==> config.mk <==
export PLATFORM = sky130hd
export DESIGN_NAME = hole_fit_allocator
export DESIGN_NICKNAME = d
export VERILOG_FILES = /design/src/rtl/hfa_pkg.sv /design/src/rtl/hfa_ram.sv /design/src/rtl/hfa_ctrl.sv /design/src/rtl/hfa_datapath.sv /design/src/rtl/hole_fit_allocator.sv
export SDC_FILE = /design/constraint.sdc
export NUM_CORES = 1
export LEC_CHECK = 0
export ABC_AREA = 1
export BUFFER_PORTS_ARGS = -buffer_cell sky130_fd_sc_hd__buf_2
export CAP_MARGIN = 20
export CORE_UTILIZATION = 64
export CTS_BUF_LIST = sky130_fd_sc_hd__clkbuf_4
export CTS_CLUSTER_SIZE = 16
export DETAILED_ROUTE_END_ITERATION = 8
export PLACE_DENSITY = 0.82
export SYNTH_ARGS = -nofsm -noshare
export SYNTH_HDL_FRONTEND = slang
export SYNTH_SLANG_ARGS = --single-unit
==> constraint.sdc <==
create_clock -name clk -period 4.1 [get_ports clk]
set_clock_uncertainty 0.15 [all_clocks]
set_input_delay 0 -clock clk [delete_from_list [all_inputs] [get_ports clk]]
set_output_delay 0 -clock clk [all_outputs]
set_load 0.02 [all_outputs]
==> src/rtl/hfa_pkg.sv <==
// ----------------------------------------------------------------------------
// hfa_pkg
// Shared types and constants of the hole fit allocator: field widths, codes
// and the command and status words between controller and datapath.
// ----------------------------------------------------------------------------
package hfa_pkg;

  localparam int OP_W       = 1;
  localparam int HIDX_W     = 4;
  localparam int AMT_W      = 16;
  localparam int POLICY_W   = 2;
  localparam int COUNT_W    = 5;
  localparam int CFG_IDX_W  = 1;
  localparam int CFG_DATA_W = 5;

  localparam logic [OP_W-1:0] OP_REQUEST = 1'b0;
  localparam logic [OP_W-1:0] OP_LOAD    = 1'b1;

  localparam logic [POLICY_W-1:0] POL_FIRST = 2'd0;
  localparam logic [POLICY_W-1:0] POL_BEST  = 2'd1;
  localparam logic [POLICY_W-1:0] POL_WORST = 2'd2;

  localparam logic [CFG_IDX_W-1:0] REG_FIT_POLICY = 1'd0;
  localparam logic [CFG_IDX_W-1:0] REG_HOLE_COUNT = 1'd1;

  localparam logic [COUNT_W-1:0] HOLE_COUNT_RST = 5'd16;

  typedef struct packed {
    logic start;
    logic scan;
    logic commit;
  } hfa_cmd_t;

  typedef struct packed {
    logic issue_done;
    logic out_free;
  } hfa_sts_t;

endpackage

==> src/rtl/hfa_ram.sv <==
// ----------------------------------------------------------------------------
// hfa_ram
// Generic simple dual-port RAM: one write port, one read port, registered
// read data.
// ----------------------------------------------------------------------------
module hfa_ram #(
  parameter int WIDTH = 16,
  parameter int DEPTH = 16
) (
  input  logic                     clk,
  input  logic                     we,
  input  logic [$clog2(DEPTH)-1:0] waddr,
  input  logic [WIDTH-1:0]         wdata,
  input  logic                     re,
  input  logic [$clog2(DEPTH)-1:0] raddr,
  output logic [WIDTH-1:0]         rdata
);

  logic [WIDTH-1:0] mem [DEPTH];

  always_ff @(posedge clk) begin
    if (we) begin
      mem[waddr] <= wdata;
    end
    if (re) begin
      rdata <= mem[raddr];
    end
  end

endmodule

==> src/rtl/hfa_ctrl.sv <==
// ----------------------------------------------------------------------------
// hfa_ctrl
// Sequencer of the allocator: takes a word, runs the hole scan for a request
// (a load skips it), then commits the table update and result.
// ----------------------------------------------------------------------------
module hfa_ctrl import hfa_pkg::*; (
  input  logic            clk,
  input  logic            rst_n,
  input  logic            in_valid,
  input  logic [OP_W-1:0] in_op,
  output logic            in_stall,
  input  hfa_sts_t        sts,
  output hfa_cmd_t        cmd
);

  typedef enum logic [2:0] {
    ST_IDLE   = 3'b001,
    ST_SCAN   = 3'b010,
    ST_COMMIT = 3'b100
  } state_t;

  state_t state_r, state_nxt;

  always_comb begin
    state_nxt = state_r;
    cmd       = '0;
    case (state_r)
      ST_IDLE: begin
        if (in_valid) begin
          cmd.start = 1'b1;
          state_nxt = (in_op == OP_LOAD) ? ST_COMMIT : ST_SCAN;
        end
      end
      ST_SCAN: begin
        cmd.scan = 1'b1;
        if (sts.issue_done) begin
          state_nxt = ST_COMMIT;
        end
      end
      ST_COMMIT: begin
        if (sts.out_free) begin
          cmd.commit = 1'b1;
          state_nxt  = ST_IDLE;
        end
      end
      default: begin
        state_nxt = ST_IDLE;
      end
    endcase
  end

  assign in_stall = (state_r != ST_IDLE);

  always_ff @(posedge clk) begin
    if (!rst_n) begin
      state_r <= ST_IDLE;
    end else begin
      state_r <= state_nxt;
    end
  end

endmodule

==> src/rtl/hfa_datapath.sv <==
// ----------------------------------------------------------------------------
// hfa_datapath
// Hole table, configuration registers, scan compare unit and result register.
// ----------------------------------------------------------------------------
module hfa_datapath import hfa_pkg::*; #(
  parameter int NUM_HOLES = 16,
  parameter int SIZE_BITS = 16
) (
  input  logic                  clk,
  input  logic                  rst_n,
  input  logic                  cfg_we,
  input  logic [CFG_IDX_W-1:0]  cfg_index,
  input  logic [CFG_DATA_W-1:0] cfg_wdata,
  input  logic [OP_W-1:0]       in_op,
  input  logic [HIDX_W-1:0]     in_hole_index,
  input  logic [AMT_W-1:0]      in_amount,
  input  hfa_cmd_t              cmd,
  output hfa_sts_t              sts,
  output logic                  out_valid,
  input  logic                  out_stall,
  output logic                  out_granted,
  output logic [HIDX_W-1:0]     out_chosen_hole,
  output logic [AMT_W-1:0]      out_left_in_hole
);

  localparam int IDX_W = $clog2(NUM_HOLES);
  localparam int CNT_W = $clog2(NUM_HOLES + 1);
  localparam int CMP_W = (SIZE_BITS > AMT_W) ? SIZE_BITS : AMT_W;
  localparam int PW    = (IDX_W > HIDX_W) ? IDX_W : HIDX_W;
  localparam logic [CMP_W-1:0] SIZE_MAX = CMP_W'((64'd1 << SIZE_BITS) - 64'd1);

  logic [POLICY_W-1:0]  policy_r;
  logic [COUNT_W-1:0]   count_r;
  logic [OP_W-1:0]      op_r;
  logic [HIDX_W-1:0]    idx_r;
  logic [AMT_W-1:0]     amt_r;
  logic [CNT_W-1:0]     limit_r;
  logic [CNT_W-1:0]     issue_r, issue_nxt;
  logic                 cmp_vld_r;
  logic [IDX_W-1:0]     cmp_idx_r;
  logic                 found_r, found_nxt;
  logic [IDX_W-1:0]     pick_r, pick_nxt;
  logic [SIZE_BITS-1:0] best_r, best_nxt;
  logic [NUM_HOLES-1:0] valid_r, valid_nxt;
  logic                 out_valid_r, out_valid_nxt;
  logic                 out_granted_r;
  logic [HIDX_W-1:0]    out_hole_r;
  logic [AMT_W-1:0]     out_left_r;

  logic [CNT_W-1:0]     limit_sat;
  logic                 issue;
  logic [SIZE_BITS-1:0] rd_data;
  logic [SIZE_BITS-1:0] s_cur;
  logic [CMP_W-1:0]     amt_ext;
  logic                 fits;
  logic                 take;
  logic                 load_op;
  logic                 load_ok;
  logic [CMP_W-1:0]     load_ext;
  logic [PW-1:0]        idx_ext;
  logic [PW-1:0]        pick_ext;
  logic                 wr_en;
  logic [IDX_W-1:0]     wr_addr;
  logic [SIZE_BITS-1:0] wr_data;
  logic [CMP_W-1:0]     wr_ext;
  logic                 res_granted;

  assign limit_sat = (32'(count_r) > 32'(NUM_HOLES)) ? CNT_W'(NUM_HOLES) : CNT_W'(count_r);

  assign sts.issue_done = (issue_r == limit_r);
  assign sts.out_free   = !out_valid_r || !out_stall;

  assign issue     = cmd.scan && !sts.issue_done;
  assign issue_nxt = cmd.start ? '0 : (issue ? issue_r + CNT_W'(1) : issue_r);

  hfa_ram #(
    .WIDTH (SIZE_BITS),
    .DEPTH (NUM_HOLES)
  ) u_table (
    .clk   (clk),
    .we    (wr_en),
    .waddr (wr_addr),
    .wdata (wr_data),
    .re    (issue),
    .raddr (issue_r[IDX_W-1:0]),
    .rdata (rd_data)
  );

  assign s_cur   = valid_r[cmp_idx_r] ? rd_data : '0;
  assign amt_ext = CMP_W'(amt_r);
  assign fits    = (CMP_W'(s_cur) >= amt_ext);

  always_comb begin
    take = 1'b0;
    if (cmp_vld_r && fits) begin
      if (!found_r) begin
        take = 1'b1;
      end else begin
        case (policy_r)
          POL_BEST:  take = (s_cur < best_r);
          POL_WORST: take = (s_cur > best_r);
          default:   take = 1'b0;
        endcase
      end
    end
  end

  assign found_nxt = cmd.start ? 1'b0 : (found_r || take);
  assign pick_nxt  = take ? cmp_idx_r : pick_r;
  assign best_nxt  = take ? s_cur : best_r;

  assign load_op  = (op_r == OP_LOAD);
  assign load_ok  = (32'(idx_r) < 32'(NUM_HOLES));
  assign load_ext = (amt_ext > SIZE_MAX) ? SIZE_MAX : amt_ext;
  assign idx_ext  = PW'(idx_r);
  assign pick_ext = PW'(pick_r);

  assign res_granted = load_op ? load_ok : found_r;
  assign wr_en       = cmd.commit && res_granted;
  assign wr_addr     = load_op ? idx_ext[IDX_W-1:0] : pick_r;
  assign wr_data     = load_op ? load_ext[SIZE_BITS-1:0]
                               : (best_r - amt_ext[SIZE_BITS-1:0]);
  assign wr_ext      = CMP_W'(wr_data);

  always_comb begin
    valid_nxt = valid_r;
    if (wr_en) begin
      valid_nxt[wr_addr] = 1'b1;
    end
  end

  always_comb begin
    out_valid_nxt = out_valid_r;
    if (cmd.commit) begin
      out_valid_nxt = 1'b1;
    end else if (!out_stall) begin
      out_valid_nxt = 1'b0;
    end
  end

  always_ff @(posedge clk) begin
    if (!rst_n) begin
      policy_r    <= POL_FIRST;
      count_r     <= HOLE_COUNT_RST;
      valid_r     <= '0;
      out_valid_r <= 1'b0;
      cmp_vld_r   <= 1'b0;
      found_r     <= 1'b0;
      issue_r     <= '0;
    end else begin
      if (cfg_we) begin
        case (cfg_index)
          REG_FIT_POLICY: policy_r <= cfg_wdata[POLICY_W-1:0];
          REG_HOLE_COUNT: count_r  <= cfg_wdata[COUNT_W-1:0];
          default: ;
        endcase
      end
      valid_r     <= valid_nxt;
      out_valid_r <= out_valid_nxt;
      cmp_vld_r   <= issue;
      found_r     <= found_nxt;
      issue_r     <= issue_nxt;
    end
  end

  always_ff @(posedge clk) begin
    if (cmd.start) begin
      op_r    <= in_op;
      idx_r   <= in_hole_index;
      amt_r   <= in_amount;
      limit_r <= limit_sat;
    end
    if (issue) begin
      cmp_idx_r <= issue_r[IDX_W-1:0];
    end
    pick_r <= pick_nxt;
    best_r <= best_nxt;
    if (cmd.commit) begin
      out_granted_r <= res_granted;
      out_hole_r    <= res_granted ? (load_op ? idx_r : pick_ext[HIDX_W-1:0]) : '0;
      out_left_r    <= res_granted ? wr_ext[AMT_W-1:0] : '0;
    end
  end

  assign out_valid        = out_valid_r;
  assign out_granted      = out_granted_r;
  assign out_chosen_hole  = out_hole_r;
  assign out_left_in_hole = out_left_r;

endmodule

==> src/rtl/hole_fit_allocator.sv <==
// ----------------------------------------------------------------------------
// hole_fit_allocator
// Free hole table with first, best and worst fit placement of requests.
//
//   channel  dir  handshake           payload
//   in_      in   in_valid/in_stall   in_op, in_hole_index, in_amount
//   out_     out  out_valid/out_stall out_granted, out_chosen_hole,
//                                     out_left_in_hole
//   cfg_     in   cfg_we              cfg_index, cfg_wdata
//
// A request takes the word, reads the table once per hole for min(hole_count,
// NUM_HOLES) holes through the single read port, compares the last read and
// commits. A load takes the word and commits. One word is in work at a time.
// The result register frees the input side while a result waits on out_stall.
// Reset clears the table through per-hole valid bits; no clearing pass.
// ----------------------------------------------------------------------------
module hole_fit_allocator import hfa_pkg::*; #(
  parameter int NUM_HOLES = 16,
  parameter int SIZE_BITS = 16
) (
  input  logic                  clk,
  input  logic                  rst_n,
  input  logic                  cfg_we,
  input  logic [CFG_IDX_W-1:0]  cfg_index,
  input  logic [CFG_DATA_W-1:0] cfg_wdata,
  input  logic                  in_valid,
  output logic                  in_stall,
  input  logic [OP_W-1:0]       in_op,
  input  logic [HIDX_W-1:0]     in_hole_index,
  input  logic [AMT_W-1:0]      in_amount,
  output logic                  out_valid,
  input  logic                  out_stall,
  output logic                  out_granted,
  output logic [HIDX_W-1:0]     out_chosen_hole,
  output logic [AMT_W-1:0]      out_left_in_hole
);

  hfa_cmd_t cmd;
  hfa_sts_t sts;

  hfa_ctrl u_ctrl (
    .clk      (clk),
    .rst_n    (rst_n),
    .in_valid (in_valid),
    .in_op    (in_op),
    .in_stall (in_stall),
    .sts      (sts),
    .cmd      (cmd)
  );

  hfa_datapath #(
    .NUM_HOLES (NUM_HOLES),
    .SIZE_BITS (SIZE_BITS)
  ) u_datapath (
    .clk              (clk),
    .rst_n            (rst_n),
    .cfg_we           (cfg_we),
    .cfg_index        (cfg_index),
    .cfg_wdata        (cfg_wdata),
    .in_op            (in_op),
    .in_hole_index    (in_hole_index),
    .in_amount        (in_amount),
    .cmd              (cmd),
    .sts              (sts),
    .out_valid        (out_valid),
    .out_stall        (out_stall),
    .out_granted      (out_granted),
    .out_chosen_hole  (out_chosen_hole),
    .out_left_in_hole (out_left_in_hole)
  );

  a_busy_after_accept: assert property (@(posedge clk) disable iff (!rst_n)
    (in_valid && !in_stall) |=> in_stall)
    else $error("input taken while a word is in work");

  a_wait_result_zero: assert property (@(posedge clk) disable iff (!rst_n)
    (out_valid && !out_granted) |-> (out_chosen_hole == '0 && out_left_in_hole == '0))
    else $error("waiting request carries a hole or size");

  a_one_cmd: assert property (@(posedge clk) disable iff (!rst_n)
    $onehot0({cmd.start, cmd.scan, cmd.commit}))
    else $error("controller issued overlapping commands");

  a_commit_free: assert property (@(posedge clk) disable iff (!rst_n)
    cmd.commit |-> sts.out_free)
    else $error("commit with result register full");

endmodule
==> results.cfg <==
[floorplan]
core_area_mm2 = 0.0245
die_w_um = 161
die_y_um = 161
fp.dieArea_mm2 = 0.0259
io_pins = 55
row_count = 57
start_util_pct = 65.9

[sta]
timing.slew.headroom_pct = 33.2
post-route-period-util_pct = 89.9
hold_viol = 0
worstMarginPinSlew_ns = 0.991
max_freq_mhz = 271
rsz0062_at_grt = no
slew_violations = 0
setup_violations = 0
min_period_ns = 3.69
setup_tns_ns = 0

[final_layout]
syn_to_final_growth_pct = 15.8
final_cell_mix = edfxtp_1, nor2_1, nand2_1, clkbuf_4, inv_1
final_util_pct = 76.3
layout_commonest_cell = edfxtp_1
layout.nets = 1630
final_layout_size_suffix_gt1_share_pct = 17.8
num-fill-cells = 1473
fin_cells = 1940

[clocking]
clk_pin_slew_ns = 0.07
cts-root-buf = clkbuf_4
cts_tree = built
cts_inserted_buffers = 92
clkLatencyLatePin_ns = 0.72
htreeDepth = 3
cts_buffer_depth = 3
cts.sinks = 377

[worst_setup_path]
worst_setup_path_end_kind = flip-flop
cp_slowest_stage_delay_ns = 0.56
critPathKind = flip-flop to flip-flop
required_ns = 4.33
critPathTopFamily = simple AND/OR/NAND/NOR gates
crit_top_cell = nand2_1
setup.worst_path.start_class = flip-flop
startpoint = u_datapath.cmp_idx_r[0]
rr_worst_depth = 18
cp_num_cells = 18
regToRegStartpoint = u_datapath.cmp_idx_r[0]
r2r_end = u_datapath.best_r[1]
crit_path_end = u_datapath.best_r[1]
worstPathMaxFanout = 12
crit_chain = inv_1 -> nand2_1 -> nand3_1 -> nand3_1 -> nand3_2 -> nand2_4 -> inv_1 -> buf_4 -> nor2_1 -> ha_1 -> a21oi_1 -> o21ai_0 -> a221oi_1 -> nand2_1 -> nand2_1 -> nand3_2 -> a21oi_2 -> buf_4
r2r_setup_slack_ns = 0.41
crit_buf_inv = 4
cp_slowest_cell = edfxtp_1
cp.arrival_ns = 3.92

[route]
num_vias = 11700
via_per_inst = 6.02
firstDrtPassIters = 8
ant_nets = 0
drcViolationCount = 0
drt_iter0_markers = 1429
drt_wl_total_um = 40000
drt-wirelength-per-cell_um = 20.6

[synth]
syn_area_mm2 = 0.0162
yosysWarnings = 0
synth_nets = 1441
syn_avg_cell_area_um2 = 11.9
ys_async_sr_fraction_pct = 0
synthCells = 1360
synth_edf_count = 343
synth-seq-cells = 377
yosysSeqAreaShare_pct = 67.9
synth_top_flop_cell = edfxtp_1
synth_cell_types = 49

[global_route]
grt_pass1_vias = 11500
grt_usage_pct = 31.4
antenna_found_initial = 1
grt-ovfl-total = 0
grt_start_max_net_pins = 91
grt_pass1_wl_um = 61100

[placement]
port-buffer-count = 54
gp_congestion = 0.903
hpwl_um = 23700
place_inst = 1712

[power]
power.density_mw_per_mm2 = 441
ir_drop_mv = 0.337
p_leak_nw = 7.03

[worst_hold_path]
min_path_type = input port to flip-flop

[job]
cap_viol_max_count = 0

[run_status]
outcome = completed
## stage by stage
step	power (mW)	setup slack, ns	hold WS [ns]	cell area, µm²
CTS	8.24	0.467	0.00326	18700
floorplan	5.00	0.365	-0.0511	16200
finish	8.25	0.414	0.0498	18700
detailed placement	5.27	0.506	0.0281	16900
global route	8.53	0.116	0.0665	18700
global placement	5.23	0.554	0.0260	16900
## flip-flops by register name, summed over array words and instances (netlist names)
name	cells
u_datapath.out_chosen_hole	4
u_datapath.found_r	1
u_datapath.amt_ext	16
u_datapath.pick_ext	4
u_datapath.policy_r	2
u_datapath.issue_r	5
u_datapath.limit_r	5
u_datapath.out_valid	1
u_datapath.out_granted	1
u_datapath.load_op	1
u_datapath.best_r	16
u_datapath.valid_r	16
u_ctrl.state_r	3
u_datapath.idx_ext	4
u_datapath.cmp_idx_r	4
u_datapath.count_r	5
u_datapath.out_left_in_hole	16
u_datapath.u_table.mem	256
u_datapath.cmp_vld_r	1
u_datapath.u_table.rdata	16
## per-layer routing
layer | wire (µm) | part of all wire, % | track usage [%] | vias up
met2 | 19400 | 48 | 51.3 | 706
met3 | 4220 | 11 | 7.62 | 135
met5 | 0 | 0 | 0 | -
met1 | 14900 | 37 | 39.7 | 5562
li1 | - | - | - | 5283
met4 | 1540 | 3.9 | 14.6 | 0
## timing repair
item / in CTS / in global routing
endpoints found under the hold margin: 132 / 0
buffers inserted: 0 / 0
hold buffers: 67 / 0
resized for setup: 0 / 0
## report_power, final
| part | switching, mW | internal (mW) | leakage [nW] | total, mW |
|---|---|---|---|---|
| registers | 0.0438 | 4.41 | 3.38 | 4.45 |
| clock network | 1.46 | 1.52 | 0.679 | 2.98 |
| logic | 0.582 | 0.239 | 2.97 | 0.821 |
## layout make-up
| class | instances | area, µm² | share of cell area [%] |
|---|---|---|---|
| Tap cell | 324 | 405 | 2.17 |
| Timing Repair Buffer | 153 | 1210 | 6.44 |
| Multi-Input combinational cell | 798 | 4520 | 24.1 |
| Clock inverter | 24 | 106 | 0.568 |
| Antenna cell | 1 | 2.50 | 0.0134 |
| Inverter | 127 | 477 | 2.55 |
| Sequential cell | 377 | 11000 | 58.7 |
| Clock buffer | 136 | 1020 | 5.45 |
## worst min path at each step
stage / startpoint / endpoint / slack, ns / cells after the start
floorplan: in_amount[0] / u_datapath.amt_ext[0] / -0.05 / 0
detailed placement: in_amount[4] / u_datapath.amt_ext[4] / 0.03 / 1
finish: rst_n / u_ctrl.state_r[2] / 0.05 / 4
global placement: in_amount[8] / u_datapath.amt_ext[8] / 0.03 / 1
CTS: rst_n / u_ctrl.state_r[2] / 0.003 / 4
global route: out_stall / u_datapath.out_chosen_hole[3] / 0.07 / 3
## Yosys cell counts (3+ instances only)
cell,instances,area (µm²)
a21oi_1,46,230
xor2_1,4,35.0
a21oi_2,5,43.8
mux2i_1,27,270
clkbuf_1,39,146
xnor2_1,4,35.0
o21ai_0,89,445
nor2_1,242,908
edfxtp_1,343,10300
nand3_1,60,300
nand4_1,6,37.5
o32ai_1,37,324
o21a_1,3,22.5
or2_2,11,68.8
o221ai_1,27,236
nand3_2,4,40.0
dfxtp_1,34,681
buf_1,9,33.8
buf_2,8,40.0
nand2_2,5,31.3
ha_1,48,601
nand2_1,138,518
nor3_1,5,25.0
a211oi_1,5,37.5
o211ai_1,5,37.5
o21ai_1,4,20.0
inv_1,124,465
## kinds of logic (layout without fill, tap and decap cells)
logic type	Yosys count	in the layout	share of synthesized area (%)
compound gates	236	236	9.46
xor+xnor	8	8	0.433
fa+ha+maj	49	49	3.84
buf+inv	185	440	4.43
flops	377	377	67.9
mux	27	27	1.67
other cells	0	1	0
simple gates	478	478	12.2
## worst register-to-register path: stages (launching register included)
cell      delay, ns
edfxtp_1       0.56
inv_1          0.19
nand2_1        0.10
nand3_1        0.06
nand3_1        0.11
nand3_2        0.11
nand2_4        0.10
inv_1          0.09
buf_4          0.19
nor2_1         0.21
ha_1           0.28
a21oi_1        0.15
o21ai_0        0.12
a221oi_1       0.32
nand2_1        0.09
nand2_1        0.08
nand3_2        0.06
a21oi_2        0.14
buf_4          0.23
Power figures use the tool's default switching activity.
